--- config.mk ---
export PLATFORM = sky130hd
export DESIGN_NAME = c_lexical_context_tracker
export DESIGN_NICKNAME = d
export VERILOG_FILES = /design/src/rtl/core/clt_pkg.sv /design/src/rtl/core/clt_step.sv /design/src/rtl/core/c_lexical_context_tracker.sv
export SDC_FILE = /design/constraint.sdc
export NUM_CORES = 1
export LEC_CHECK = 0
export ABC_AREA = 1
export ABC_CLOCK_PERIOD_IN_PS = 2400
export BUFFER_PORTS_ARGS = -buffer_cell sky130_fd_sc_hd__buf_2
export CAP_MARGIN = 30
export CORE_UTILIZATION = 55
export CTS_CLUSTER_SIZE = 25
export DETAILED_ROUTE_END_ITERATION = 10
export PLACE_DENSITY = 0.79
export SETUP_SLACK_MARGIN = 0.2
export SYNTH_ARGS = -nofsm -noshare
export SYNTH_HDL_FRONTEND = slang
export SYNTH_SLANG_ARGS = --single-unit
--- constraint.sdc ---
create_clock -name clk -period 2.4 [get_ports clk]
set_clock_uncertainty 0.2 [all_clocks]
set_input_delay 0.48 -clock clk [delete_from_list [all_inputs] [get_ports clk]]
set_output_delay 0.48 -clock clk [all_outputs]
set_load 0.05 [all_outputs]
--- src/rtl/core/clt_pkg.sv ---
// ----------------------------------------------------------------------------
// clt_pkg
// Shared types, context bit positions and character codes for the C lexical
// context tracker.
// ----------------------------------------------------------------------------
package clt_pkg;

    localparam int CHAR_W = 21;
    localparam int CTX_W  = 9;

    localparam int CTX_ESCAPE  = 0;
    localparam int CTX_BLOCK   = 1;
    localparam int CTX_LINE    = 2;
    localparam int CTX_DQUOTE  = 3;
    localparam int CTX_SQUOTE  = 4;
    localparam int CTX_PREPROC = 5;
    localparam int CTX_INDENT  = 6;
    localparam int CTX_NEWLINE = 7;
    localparam int CTX_WORD    = 8;

    localparam logic [CTX_W-1:0] CTX_RESET      = 9'h080;
    localparam logic [CTX_W-1:0] CTX_INNER_MASK = 9'h03F;
    localparam logic [CTX_W-1:0] CTX_NONE       = 9'h000;
    localparam logic [CTX_W-1:0] CTX_ONLY_BLOCK  = 9'h002;
    localparam logic [CTX_W-1:0] CTX_ONLY_DQUOTE = 9'h008;
    localparam logic [CTX_W-1:0] CTX_ONLY_SQUOTE = 9'h010;

    localparam logic [CHAR_W-1:0] CH_NUL        = 21'h00000;
    localparam logic [CHAR_W-1:0] CH_TAB        = 21'h00009;
    localparam logic [CHAR_W-1:0] CH_LF         = 21'h0000A;
    localparam logic [CHAR_W-1:0] CH_SPACE      = 21'h00020;
    localparam logic [CHAR_W-1:0] CH_DQUOTE     = 21'h00022;
    localparam logic [CHAR_W-1:0] CH_HASH       = 21'h00023;
    localparam logic [CHAR_W-1:0] CH_SQUOTE     = 21'h00027;
    localparam logic [CHAR_W-1:0] CH_STAR       = 21'h0002A;
    localparam logic [CHAR_W-1:0] CH_SLASH      = 21'h0002F;
    localparam logic [CHAR_W-1:0] CH_BACKSLASH  = 21'h0005C;
    localparam logic [CHAR_W-1:0] CH_UNDERSCORE = 21'h0005F;

    localparam logic [2:0] COL_NONE    = 3'd0;
    localparam logic [2:0] COL_STRING  = 3'd1;
    localparam logic [2:0] COL_BLOCK   = 3'd2;
    localparam logic [2:0] COL_LINE    = 3'd3;
    localparam logic [2:0] COL_PREPROC = 3'd4;

    localparam logic LUT_KEYWORD = 1'b0;
    localparam logic LUT_PREPROC = 1'b1;

    typedef struct packed {
        logic [1:0] consumed_length;
        logic [2:0] colour_class;
        logic       lookup_request;
        logic       lookup_table;
    } mark_t;

    function automatic logic is_word_char(input logic [CHAR_W-1:0] c);
        return (c >= 21'h61 && c <= 21'h7A) || (c >= 21'h41 && c <= 21'h5A) ||
               (c >= 21'h30 && c <= 21'h39) || (c == CH_UNDERSCORE);
    endfunction

endpackage

--- src/rtl/core/clt_step.sv ---
// ----------------------------------------------------------------------------
// clt_step
// Context update and colour mark for one character: combinational.
// ----------------------------------------------------------------------------
module clt_step (
    input  logic [clt_pkg::CHAR_W-1:0] cur_char,
    input  logic [clt_pkg::CHAR_W-1:0] nxt_char,
    input  logic [clt_pkg::CTX_W-1:0]  ctx_before,
    output logic [clt_pkg::CTX_W-1:0]  ctx_after,
    output clt_pkg::mark_t             mark
);

    logic [clt_pkg::CTX_W-1:0] inner;
    logic [clt_pkg::CTX_W-1:0] after;
    logic [clt_pkg::CTX_W-1:0] either;

    always_comb
    begin
        inner = ctx_before & clt_pkg::CTX_INNER_MASK;
        after = ctx_before;
        mark.consumed_length = 2'd1;
        mark.colour_class    = clt_pkg::COL_NONE;
        mark.lookup_request  = 1'b0;
        mark.lookup_table    = clt_pkg::LUT_KEYWORD;

        if (inner[clt_pkg::CTX_ESCAPE])
        begin
            after[clt_pkg::CTX_ESCAPE] = 1'b0;
        end
        else if (cur_char == clt_pkg::CH_SLASH)
        begin
            if (inner == clt_pkg::CTX_NONE && nxt_char == clt_pkg::CH_STAR)
            begin
                mark.consumed_length = 2'd2;
                after[clt_pkg::CTX_BLOCK] = 1'b1;
            end
            else if (inner == clt_pkg::CTX_NONE && nxt_char == clt_pkg::CH_SLASH)
            begin
                mark.consumed_length = 2'd2;
                after[clt_pkg::CTX_LINE] = 1'b1;
            end
        end
        else if (cur_char == clt_pkg::CH_STAR)
        begin
            if (nxt_char == clt_pkg::CH_SLASH && inner == clt_pkg::CTX_ONLY_BLOCK)
            begin
                mark.consumed_length = 2'd2;
                after[clt_pkg::CTX_BLOCK] = 1'b0;
            end
        end
        else if (cur_char == clt_pkg::CH_BACKSLASH)
        begin
            if (inner == clt_pkg::CTX_ONLY_DQUOTE || inner == clt_pkg::CTX_ONLY_SQUOTE)
                after[clt_pkg::CTX_ESCAPE] = 1'b1;
        end
        else if (cur_char == clt_pkg::CH_DQUOTE)
        begin
            if (inner == clt_pkg::CTX_NONE)
                after[clt_pkg::CTX_DQUOTE] = 1'b1;
            else if (inner == clt_pkg::CTX_ONLY_DQUOTE)
                after[clt_pkg::CTX_DQUOTE] = 1'b0;
        end
        else if (cur_char == clt_pkg::CH_SQUOTE)
        begin
            if (inner == clt_pkg::CTX_NONE)
                after[clt_pkg::CTX_SQUOTE] = 1'b1;
            else if (inner == clt_pkg::CTX_ONLY_SQUOTE)
                after[clt_pkg::CTX_SQUOTE] = 1'b0;
        end
        else if (cur_char == clt_pkg::CH_HASH)
        begin
            if (ctx_before[clt_pkg::CTX_INDENT] || ctx_before[clt_pkg::CTX_NEWLINE])
                after[clt_pkg::CTX_PREPROC] = 1'b1;
        end

        if (ctx_before[clt_pkg::CTX_NEWLINE])
        begin
            after[clt_pkg::CTX_INDENT]  = 1'b1;
            after[clt_pkg::CTX_NEWLINE] = 1'b0;
        end
        if (cur_char != clt_pkg::CH_TAB && cur_char != clt_pkg::CH_SPACE)
            after[clt_pkg::CTX_INDENT] = 1'b0;
        // end of text behaves as a newline
        if (cur_char == clt_pkg::CH_NUL || cur_char == clt_pkg::CH_LF)
        begin
            after[clt_pkg::CTX_NEWLINE] = 1'b1;
            after[clt_pkg::CTX_PREPROC] = 1'b0;
            after[clt_pkg::CTX_DQUOTE]  = 1'b0;
            after[clt_pkg::CTX_SQUOTE]  = 1'b0;
            after[clt_pkg::CTX_LINE]    = 1'b0;
        end
        after[clt_pkg::CTX_WORD] = clt_pkg::is_word_char(cur_char);

        either = ctx_before | after;
        if (either[clt_pkg::CTX_DQUOTE] || either[clt_pkg::CTX_SQUOTE])
        begin
            mark.colour_class = clt_pkg::COL_STRING;
        end
        else if (either[clt_pkg::CTX_BLOCK])
        begin
            mark.colour_class = clt_pkg::COL_BLOCK;
        end
        else if (either[clt_pkg::CTX_LINE])
        begin
            mark.colour_class = clt_pkg::COL_LINE;
        end
        else if (after[clt_pkg::CTX_INDENT])
        begin
            mark.consumed_length = 2'd0;
        end
        else if (after[clt_pkg::CTX_PREPROC])
        begin
            // first visible character after '#' starts the directive name
            if (cur_char > clt_pkg::CH_SPACE && ctx_before[clt_pkg::CTX_PREPROC])
            begin
                after[clt_pkg::CTX_PREPROC] = 1'b0;
                mark.consumed_length = 2'd0;
                mark.lookup_request  = 1'b1;
                mark.lookup_table    = clt_pkg::LUT_PREPROC;
            end
            else
            begin
                mark.consumed_length = 2'd1;
                mark.colour_class    = clt_pkg::COL_PREPROC;
            end
        end
        else
        begin
            mark.consumed_length = 2'd0;
            if (!ctx_before[clt_pkg::CTX_WORD] && after[clt_pkg::CTX_WORD])
                mark.lookup_request = 1'b1;
        end

        ctx_after = after;
    end

endmodule

--- src/rtl/core/c_lexical_context_tracker.sv ---
// ----------------------------------------------------------------------------
// c_lexical_context_tracker
// Tracks C lexical context over a character stream and gives one colour mark,
// with a keyword or directive lookup request where one starts, per character.
// ----------------------------------------------------------------------------
//  channel | direction | handshake               | payload
//  char    | in        | char_valid / char_ready | current_char, next_char
//  mark    | out       | mark_valid / mark_ready | consumed_length, colour_class,
//          |           |                         | lookup_request, lookup_table
//
//  One character per cycle unless the mark stalls; each goes through the input, then result register.
//  The context register updates as a character moves from the input register
//  into the result register, a loop through clt_step back into the context register.
//  Reset leaves both stages empty and the context at newline only.
//  A stalled mark holds the result register; the input register refills as
//  soon as the result moves on.
// ----------------------------------------------------------------------------
module c_lexical_context_tracker (
    input  logic                       clk,
    input  logic                       rst_n,
    input  logic                       char_valid,
    output logic                       char_ready,
    input  logic [clt_pkg::CHAR_W-1:0] current_char,
    input  logic [clt_pkg::CHAR_W-1:0] next_char,
    output logic                       mark_valid,
    input  logic                       mark_ready,
    output logic [1:0]                 consumed_length,
    output logic [2:0]                 colour_class,
    output logic                       lookup_request,
    output logic                       lookup_table
);

    logic                       in_valid_reg;
    logic [clt_pkg::CHAR_W-1:0] cur_reg;
    logic [clt_pkg::CHAR_W-1:0] nxt_reg;
    logic [clt_pkg::CTX_W-1:0]  ctx_reg;
    logic [clt_pkg::CTX_W-1:0]  ctx_next;
    logic                       out_valid_reg;
    clt_pkg::mark_t             mark_reg;
    clt_pkg::mark_t             mark_next;
    logic                       advance;
    logic                       take;

    assign advance    = !out_valid_reg || mark_ready;
    assign char_ready = !in_valid_reg || advance;
    assign take       = char_valid && char_ready;

    clt_step u_step (
        .cur_char   (cur_reg),
        .nxt_char   (nxt_reg),
        .ctx_before (ctx_reg),
        .ctx_after  (ctx_next),
        .mark       (mark_next)
    );

    always_ff @(posedge clk or negedge rst_n)
    begin
        if (!rst_n)
        begin
            in_valid_reg  <= 1'b0;
            out_valid_reg <= 1'b0;
            ctx_reg       <= clt_pkg::CTX_RESET;
        end
        else
        begin
            if (char_ready)
                in_valid_reg <= char_valid;
            if (advance)
                out_valid_reg <= in_valid_reg;
            if (advance && in_valid_reg)
                ctx_reg <= ctx_next;
        end
    end

    always_ff @(posedge clk)
    begin
        if (take)
        begin
            cur_reg <= current_char;
            nxt_reg <= next_char;
        end
        if (advance && in_valid_reg)
            mark_reg <= mark_next;
    end

    assign mark_valid      = out_valid_reg;
    assign consumed_length = mark_reg.consumed_length;
    assign colour_class    = mark_reg.colour_class;
    assign lookup_request  = mark_reg.lookup_request;
    assign lookup_table    = mark_reg.lookup_table;

    a_indent_newline_excl: assert property (@(posedge clk) disable iff (!rst_n)
        !(ctx_reg[clt_pkg::CTX_INDENT] && ctx_reg[clt_pkg::CTX_NEWLINE]))
        else $error("indent and newline context bits both set");

    a_lookup_no_mark: assert property (@(posedge clk) disable iff (!rst_n)
        (mark_valid && lookup_request) |->
        (consumed_length == 2'd0 && colour_class == clt_pkg::COL_NONE))
        else $error("lookup request carries a colour mark");

    a_table_idle: assert property (@(posedge clk) disable iff (!rst_n)
        (mark_valid && !lookup_request) |-> (lookup_table == clt_pkg::LUT_KEYWORD))
        else $error("lookup table selected without request");

    a_stage_moves: assert property (@(posedge clk) disable iff (!rst_n)
        (in_valid_reg && advance) |=> mark_valid)
        else $error("character lost between stages");

    a_ctx_hold: assert property (@(posedge clk) disable iff (!rst_n)
        !(in_valid_reg && advance) |=> $stable(ctx_reg))
        else $error("context changed without a character");

endmodule
==> out/summary.txt, run 1 <==
CTS H-tree depth - 3
EDFF count, synth - 49
Count of antenna-violating nets left after detailed routing - 0
CTS tree - yes
Switching Power - 0.8758 mW
CP Class - reg2reg
Most common cell in the netlist - nand2_1
Root buf cell - clkbuf_8
Power Internal - 2.057 mW
Clk buf depth - 2
Ys flop type - edfxtp_1
Critical Path AT - 1.94 ns
Pwr dens - 798.3 nW/um2
Port-buffer cells - 54
#FFs+latches synth - 60
Num CTS Buffers - 9
Routed vias - 2327
Starting density of the core - 58.44%
Reg clk slew, reported paths - 0.07 ns
Final setup vio count - 0
Initial antenna violation count - 0
Cells taking the most area after synthesis - edfxtp_1 48%, nand2_1 8.5%, dfrtp_1 8.2%
Share of layout cells above drive strength 1 - 31.99%
Final estimated routing congestion in global placement - 0.9061
Placed Instances - 450
DR vias/cell - 4.983
Residual DRC - 0
Slew HR - 74.85%
CP Max Fanout - 7
Fmax - 486.0 MHz
All-layer global routing usage - 21.08%
Run status - finished, final reports clean
Sw Share - 29.86%
Critical Path RT - 2.29 ns
Final count of hold timing violations - 0
Initial DRC Count - 115
Synth Instances - 326
Global-route wire length before repair - 9.418 mm
Ports - 55
Worst Hold Class - in2reg
Post-synth top cells - 69 x nand2_1, 51 x nor2_1, 49 x edfxtp_1, 35 x inv_1, 27 x nand3_1
Setup TNS - 0 ns
RSZ-0062 raised after global routing - true
Post-synth top area share - 48.38%
MaxCap Viol Count - 0
Row count - 26
Finished Cell Area - 3674 um2
Seq/Total Area, Yosys - 57.47%
Layout Nets - 438
Yosys warnings - 0
Die height - 76.37 um
DR WL/cell - 12.17 um
Asr flop ratio synth - 18.33%
Pins Over Slew Limit - 0
Mapped Area - 3042 um2
Worst-Margin Slew - 0.3769 ns
Clock power share - 33.6%
Largest area contributor in the netlist - edfxtp_1
Syn Nets - 372
Static Leak - 1.625 nW
Final period util - 85.74%
Routed WL - 5.682 mm
Comb pwr share - 20.5%
CP Capture Type - flop
Placement Cell Area - 3433 um2
Share of total power in sequential cells - 45.8%
Post-Syn Area per Cell - 9.330 um2
Startpoint types - flop
DP HPWL - 4.187 mm
Worst skew pair latency - 0.34 ns
Largest net degree at the start of global routing - 43
Pwr Total - 2.933 mW
Layout area overhead - 20.77%
CTS sink cnt - 60
Die W - 76.37 um
DR pass1 iterations - 5
Antenna fix cells - 0
Worst IR Drop VDD - 0.4736 mV
Grt total ovfl - 0
Number of distinct library cells after synthesis - 28
Tmin final - 2.058 ns
Final design utilization - 70.58%
Vias in the first global route - 2223
Core Region - 5205 um2
Post-route insts no fill - 467
Fillers - 405
Post-CTS Repair Setup Buffers - 0
DIE AREA - 5832 um2
## per-stage QoR
step                      setup WS, ns  hold slack, ns
after CTS                       0.3577          0.1089
after floorplan                 0.2641        -0.01559
after detailed placement        0.3754          0.1879
after global routing            0.1854          0.1108
after global placement          0.3778          0.1729
final                           0.3423          0.1118
## layout by cell type (no fill, tap or decap), types with 2 or more instances in the layout
| master | netlist | routed |
|---|---|---|
| a21oi_1 | 4 | 4 |
| buf_2 | 0 | 54 |
| bufinv_16 | 0 | 2 |
| clkbuf_8 | 0 | 10 |
| clkinv_1 | 1 | 2 |
| clkinv_2 | 1 | 2 |
| clkinvlp_4 | 0 | 2 |
| dfrtp_1 | 10 | 9 |
| edfxtp_1 | 49 | 49 |
| inv_1 | 35 | 33 |
| inv_2 | 8 | 9 |
| nand2_1 | 69 | 69 |
| nand2_2 | 10 | 10 |
| nand3_1 | 27 | 26 |
| nand3_2 | 6 | 6 |
| nand4_1 | 10 | 10 |
| nor2_1 | 51 | 50 |
| nor2_2 | 15 | 15 |
| nor2_4 | 5 | 6 |
| nor2_8 | 2 | 2 |
| nor3_1 | 3 | 2 |
| o21ai_0 | 9 | 9 |
| o21ai_1 | 2 | 2 |
## cell families (layout without fill, tap and decap cells)
kind of cell	Yosys count	count (layout)	share of synthesized area [%]
buffers and inverters	47	118	5.964
AOI/OAI and AO/OA	17	17	3.003
DFF	60	60	57.47
and+or+nand+nor	202	202	33.57
## power by group through the flow
stage          logic, mW  registers [mW]  clock network, mW
2_1_floorplan      0.325            1.48                  0
3_3_place_gp       0.592            1.36                  0
3_5_place_dp       0.597            1.36                  0
4_1_cts            0.601            1.34              0.994
5_1_grt            0.662            1.36               1.03
6_report           0.602            1.34              0.986
## routing by layer
metal / global-route usage (%) / part of all wire, % / up-vias
met3: 3.952 / 4.0 / 12
met1: 27.39 / 47 / 1047
met5: 0 / 0 / -
met4: 11.15 / 2.2 / 0
li1: - / - / 1202
met2: 33.69 / 47 / 66
## worst paths after layout
kind                               startpoint            endpoint  slack, ns  depth (start not counted)
worst max-delay path               cur_reg[5]  consumed_length[0]       0.34                         13
worst min-delay path            next_char[15]         nxt_reg[15]       0.11                          1
worst max register to register     cur_reg[5]  consumed_length[0]       0.34                         13
worst min register to register     ctx_reg[6]          ctx_reg[6]       0.29                          2
max in group asynchronous               rst_n          ctx_reg[7]       1.36                          2
min in group asynchronous               rst_n        in_valid_reg       0.36                          2
## worst max-delay path, cell delays in order (launching register included)
cell and delay [ns]:
edfxtp_1 0.48, inv_2 0.08, nor2_2 0.11, nand2_2 0.11, nor2_1 0.16, nand3_1 0.13, clkinv_1 0.06, nand2_1 0.05
nand3_2 0.08, inv_2 0.05, nor2_4 0.10, nand2_1 0.07, nand2_1 0.06, nand2_1 0.04
## layout make-up
cell class / instances / area [um2] / area share [%]
inverters: 45 / 173.9 / 4.734
clock buffers: 11 / 141.4 / 3.849
repair buffers: 57 / 307.8 / 8.379
well taps: 70 / 87.58 / 2.384
clock inverters: 5 / 76.32 / 2.078
flip-flops and latches: 60 / 1749 / 47.62
multi-input cells: 219 / 1137 / 30.96
## what timing repair did
item	in CTS	in global routing
hold buffers	1	0
resized for setup	0	4
endpoints found under the hold margin	10	0
endpoints found under the setup margin	0	2
No activity file was read; power rests on OpenSTA's default activity.
==> run 2: changes to the inputs <==
CORE_MARGIN = 3   (was unset)
==> run 2 against run 1 <==
Core utilization is 0.063 points higher. Via count rose by 2.2%. Critical path depth is 1 lower. Critical endpoint unchanged. Largest power group unchanged.
==> out/summary.txt, run 2 (same netlist as run 1, synthesis figures left out) <==
Final count of hold timing violations - 0
Most frequent cells in the layout - 69 x nand2_1, 54 x buf_2, 51 x nor2_1
Worst-Margin Slew - 0.3946 ns
Fmax - 483.7 MHz
Die height - 80.37 um
Pwr Total - 2.881 mW
CP Class - reg2reg
Vias in the first global route - 2162
Tmin final - 2.068 ns
Row count - 26
Run status - finished, final reports clean
MaxCap Viol Count - 0
CP peak stage delay - 0.55 ns
Commonest non-fill, non-tap cell in the layout - nand2_1
Fillers - 402
Count of antenna-violating nets left after detailed routing - 0
DR WL/cell - 12.11 um
Share of layout cells above drive strength 1 - 32.26%
CTS tree - yes
Pins Over Slew Limit - 0
DR vias/cell - 5.030
Ports - 55
Final period util - 86.15%
Layout Nets - 445
Initial DRC Count - 213
Critical Path RT - 2.28 ns
Final setup vio count - 0
Placed Instances - 450
DIE AREA - 6459 um2
Largest net degree at the start of global routing - 43
Area of the multi-input gates - 1125 um2
Reg area - 1749 um2
Setup TNS - 0 ns
Core Region - 5238 um2
Num CTS Buffers - 9
Placement Cell Area - 3433 um2
Worst-path cell chain - nor2_4, nand2_1, inv_2, nor2_1, nor2_2, nand2_4, nand3_2, inv_2, nor2_4, nand2_1, nand2_1, nand2_1
Final estimated routing congestion in global placement - 0.9316
Pwr dens - 778.6 nW/um2
Antenna fix cells - 0
DR pass1 iterations - 5
RSZ-0062 raised after global routing - false
Routed vias - 2379
Worst skew pair latency - 0.32 ns
Layout area overhead - 21.64%
Residual DRC - 0
Worst IR Drop VDD - 0.4868 mV
Slew HR - 73.66%
Final design utilization - 70.64%
Grt total ovfl - 0
Root buf cell - clkbuf_8
CP Max Fanout - 9
Global-route wire length before repair - 9.473 mm
Static Leak - 1.652 nW
Starting density of the core - 58.07%
Finished Cell Area - 3700 um2
Worst Hold Class - in2reg
Critical Path AT - 1.95 ns
Die W - 80.37 um
CP Capture Type - flop
Routed WL - 5.730 mm
Clk buf depth - 2
Initial antenna violation count - 0
DP HPWL - 4.274 mm
Port-buffer cells - 54
Post-route insts no fill - 473
Reg clk slew, reported paths - 0.06 ns
CP max-delay cell - edfxtp_1
Startpoint types - flop
All-layer global routing usage - 19.35%
Post-CTS sizing - 0
CTS sink cnt - 60
CTS H-tree depth - 3
Most frequent cell on the critical path - nand2_1
==> run 2: cell types whose count changed in the layout (fill, tap and decap cells not counted) <==
cell and delta:
buf_4 +7, clkbuf_1 -1, clkbuf_8 -1, clkinv_1 +1, inv_1 +1, inv_2 -1, nor2_1 +1, nor2_4 -1
nor3_1 +1, nor3_2 -1
==> run 2: path summary, 6_finish.rpt <==
check,depth (start not counted),slack [ns],to,start
worst min-delay path,1,0.13,cur_reg[6],current_char[6]
worst max register to register,12,0.33,consumed_length[0],cur_reg[1]
min in group asynchronous,2,0.35,ctx_reg[0],rst_n
worst min register to register,2,0.29,ctx_reg[6],ctx_reg[6]
max in group asynchronous,2,1.38,ctx_reg[7],rst_n
worst max-delay path,12,0.33,consumed_length[0],cur_reg[1]
==> run 2: where the power goes <==
| part | switching (mW) | leakage [nW] | internal (mW) |
|---|---|---|---|
| clock network | 0.361 | 0.100 | 0.569 |
| logic | 0.427 | 0.933 | 0.182 |
| registers | 0.0663 | 0.618 | 1.28 |
==> run 2: worst max-delay path, delay by kind of cell, from the launching register on <==
| family | cells | cell delay, ns |
|---|---|---|
| simple gates | 10 | 0.96 |
| flops | 1 | 0.55 |
| buf+inv | 2 | 0.12 |
==> run 2: repair_timing <==
item,in CTS,in global routing
endpoints found under the hold margin,10,0
setup buffers,0,7
hold buffers,1,0
setup endpoints to repair,0,2
==> run 2: metal layers <==
metal | track usage (%) | vias to the layer above | part of all wire, %
li1 | - | 1223 | -
met1 | 26.28 | 1065 | 46
met2 | 30.13 | 81 | 47
met3 | 4.709 | 10 | 6.3
met4 | 7.264 | 0 | 1.0
met5 | 0 | - | 0
==> run 2: metrics by stage <==
stage          hold WS [ns]  worst slack, ns
4_1_cts              0.1104           0.3400
3_3_place_gp         0.1623           0.3697
3_5_place_dp         0.1650           0.3563
2_1_floorplan      -0.01559           0.2641
5_1_grt              0.1079           0.1941
6_report             0.1258           0.3324
==> run 2: area by class of cell <==
type | instances | share of cell area [%]
Tap cell | 70 | 2.367
Multi-Input combinational cell | 219 | 30.40
Clock inverter | 6 | 2.164
Inverter | 45 | 4.701
Sequential cell | 60 | 47.28
Clock buffer | 9 | 3.348
Timing Repair Buffer | 64 | 9.740
==> run 3: changes to the inputs <==
CELL_PAD_IN_SITES_DETAIL_PLACEMENT = 0   (was unset)
CELL_PAD_IN_SITES_GLOBAL_PLACEMENT = 1   (was unset)
CORE_UTILIZATION = 42   (was 55)
PLACE_DENSITY = unset   (was 0.79)
PLACE_DENSITY_LB_ADDON = 0.1   (was unset)
==> run 3 against run 2 <==
Die area is 28% higher. Hold slack worse by 0.011 ns. Critical path type unchanged. Highest routed layer unchanged. Combinational power up 3.4%.
==> out/summary.txt, run 3 (same netlist as run 1, synthesis figures left out) <==
CP Class - reg2reg
Pwr dens - 788.5 nW/um2
DP HPWL - 4.498 mm
Startpoint types - flop
Reg2reg start - cur_reg[16]
Placed Instances - 476
Count of antenna-violating nets left after detailed routing - 0
Layout Nets - 451
Initial DRC Count - 123
WHS Endpoint - cur_reg[11]
Initial antenna violation count - 0
Fmax - 491.4 MHz
Worst skew pair latency - 0.34 ns
DR pass1 iterations - 4
Antenna fix cells - 0
Hold Path Stages - 1
Critical Path AT - 1.92 ns
Critical R2R Capture - consumed_length[0]
R2R cell count - 12
Buf+Inv Stages, Crit Path - 1
Placement Cell Area - 3466 um2
Post-route insts no fill - 506
Routed vias - 2343
DR WL/cell - 12.08 um
Final setup vio count - 0
Die height - 91.10 um
Share of layout cells above drive strength 1 - 34.88%
CTS sink cnt - 60
Die W - 91.10 um
Worst IR Drop VDD - 0.5799 mV
Most frequent cell on the critical path - nand2_2
Static Leak - 1.712 nW
Final estimated routing congestion in global placement - 0.8523
Worst Hold Class - in2reg
Grt total ovfl - 0
Clk buf depth - 2
CP Max Fanout - 7
CTS H-tree depth - 3
Hold_sp - current_char[11]
Critical Path RT - 2.29 ns
Vias in the first global route - 2206
Global-route wire length before repair - 10.27 mm
Worst-Margin Slew - 0.3763 ns
Pins Over Slew Limit - 0
Commonest non-fill, non-tap cell in the layout - nand2_1
Fillers - 666
DR vias/cell - 4.630
Residual DRC - 0
CP delay by family, top - simple AND/OR/NAND/NOR gates
Finished Cell Area - 3855 um2
Core Region - 6907 um2
Num CTS Buffers - 9
Port-buffer cells - 54
DIE AREA - 8299 um2
Tmin final - 2.035 ns
Flop-to-flop setup slack - 0.37 ns
Routed WL - 6.111 mm
Final design utilization - 55.82%
Run status - finished, final reports clean
Setup TNS - 0 ns
CP max-delay cell - edfxtp_1
Most frequent cells in the layout - 69 x nand2_1, 54 x buf_2, 49 x edfxtp_1
CTS tree - yes
CP peak stage delay - 0.48 ns
Layout area overhead - 26.74%
Final period util - 84.79%
Largest net degree at the start of global routing - 43
Ports - 55
Final count of hold timing violations - 0
MaxCap Viol Count - 0
Row count - 30
CP Capture Type - flop
Worst-path cell chain - nor2_2, nand2_2, nor2_4, nand2_2, clkinv_2, nand2_4, nand2_2, nand2_2, nor2_4, nand2_1, nand2_1, nand2_1
Starting density of the core - 44.04%
RSZ-0062 raised after global routing - true
Slew HR - 74.89%
Reg clk slew, reported paths - 0.07 ns
All-layer global routing usage - 15.87%
Root buf cell - clkbuf_8
-- run 3: changes by cell type in the layout (fill, tap and decap cells not counted), moves of 2 or more --
cell,before,now
buf_4,8,13
nor2_1,51,47
nor2_4,5,9
o21ai_1,2,0
o21ai_2,0,2
-- run 3: report_power, final --
part,total (mW),internal (mW),switching [mW]
sequential,1.35,1.28,0.0728
clock,1.06,0.681,0.380
combinational,0.630,0.193,0.437
-- run 3: timing repair --
item | CTS | global route
hold buffers | 1 | 0
hold endpoints to repair | 10 | 0
gates resized for setup | 0 | 16
setup endpoints to repair | 0 | 4
buffers inserted | 0 | 13
-- run 3: how the worst max path moves through the flow --
stage / startpoint / endpoint / slack, ns / depth (start not counted)
CTS: cur_reg[0] / consumed_length[0] / 0.33 / 12
finish: cur_reg[16] / consumed_length[0] / 0.37 / 12
detailed placement: cur_reg[0] / consumed_length[0] / 0.34 / 12
global route: cur_reg[2] / consumed_length[0] / 0.19 / 12
floorplan: mark_valid / cur_reg[0] / 0.26 / 3
global placement: cur_reg[0] / consumed_length[0] / 0.32 / 12
-- run 3: worst register-to-register path, stage by stage (launching register included) --
cell and delay (ns):
edfxtp_1 0.48, nor2_2 0.15, nand2_2 0.09, nor2_4 0.18
nand2_2 0.09, clkinv_2 0.06, nand2_4 0.07, nand2_2 0.11
nand2_2 0.07, nor2_4 0.10, nand2_1 0.08, nand2_1 0.06
nand2_1 0.05
-- run 3: final cells by class --
class / count / area [um2] / area share [%]
clock buffers: 10 / 127.6 / 3.311
clock inverters: 6 / 102.6 / 2.661
inverters: 45 / 173.9 / 4.512
multi-input cells: 219 / 1172 / 30.41
flip-flops and latches: 60 / 1749 / 45.37
well taps: 96 / 120.1 / 3.116
repair buffers: 70 / 409.1 / 10.61
-- run 3: per-layer routing --
layer | wire length [um] | GRT usage, % | up-vias
met5 | 0 | 0 | -
met4 | 109 | 7.538 | 0
met3 | 211 | 3.563 | 10
met2 | 2788 | 23.61 | 50
met1 | 3001 | 21.94 | 1054
li1 | - | - | 1229
-- run 3: per-stage QoR --
step / hold WS [ns] / setup slack (ns) / power (mW)
after global routing: 0.09128 / 0.1889 / 3.222
after detailed placement: 0.1772 / 0.3355 / 1.964
final: 0.1146 / 0.3651 / 3.040
after floorplan: -0.01559 / 0.2641 / 1.805
after global placement: 0.1757 / 0.3178 / 1.964
after CTS: 0.09358 / 0.3300 / 3.042
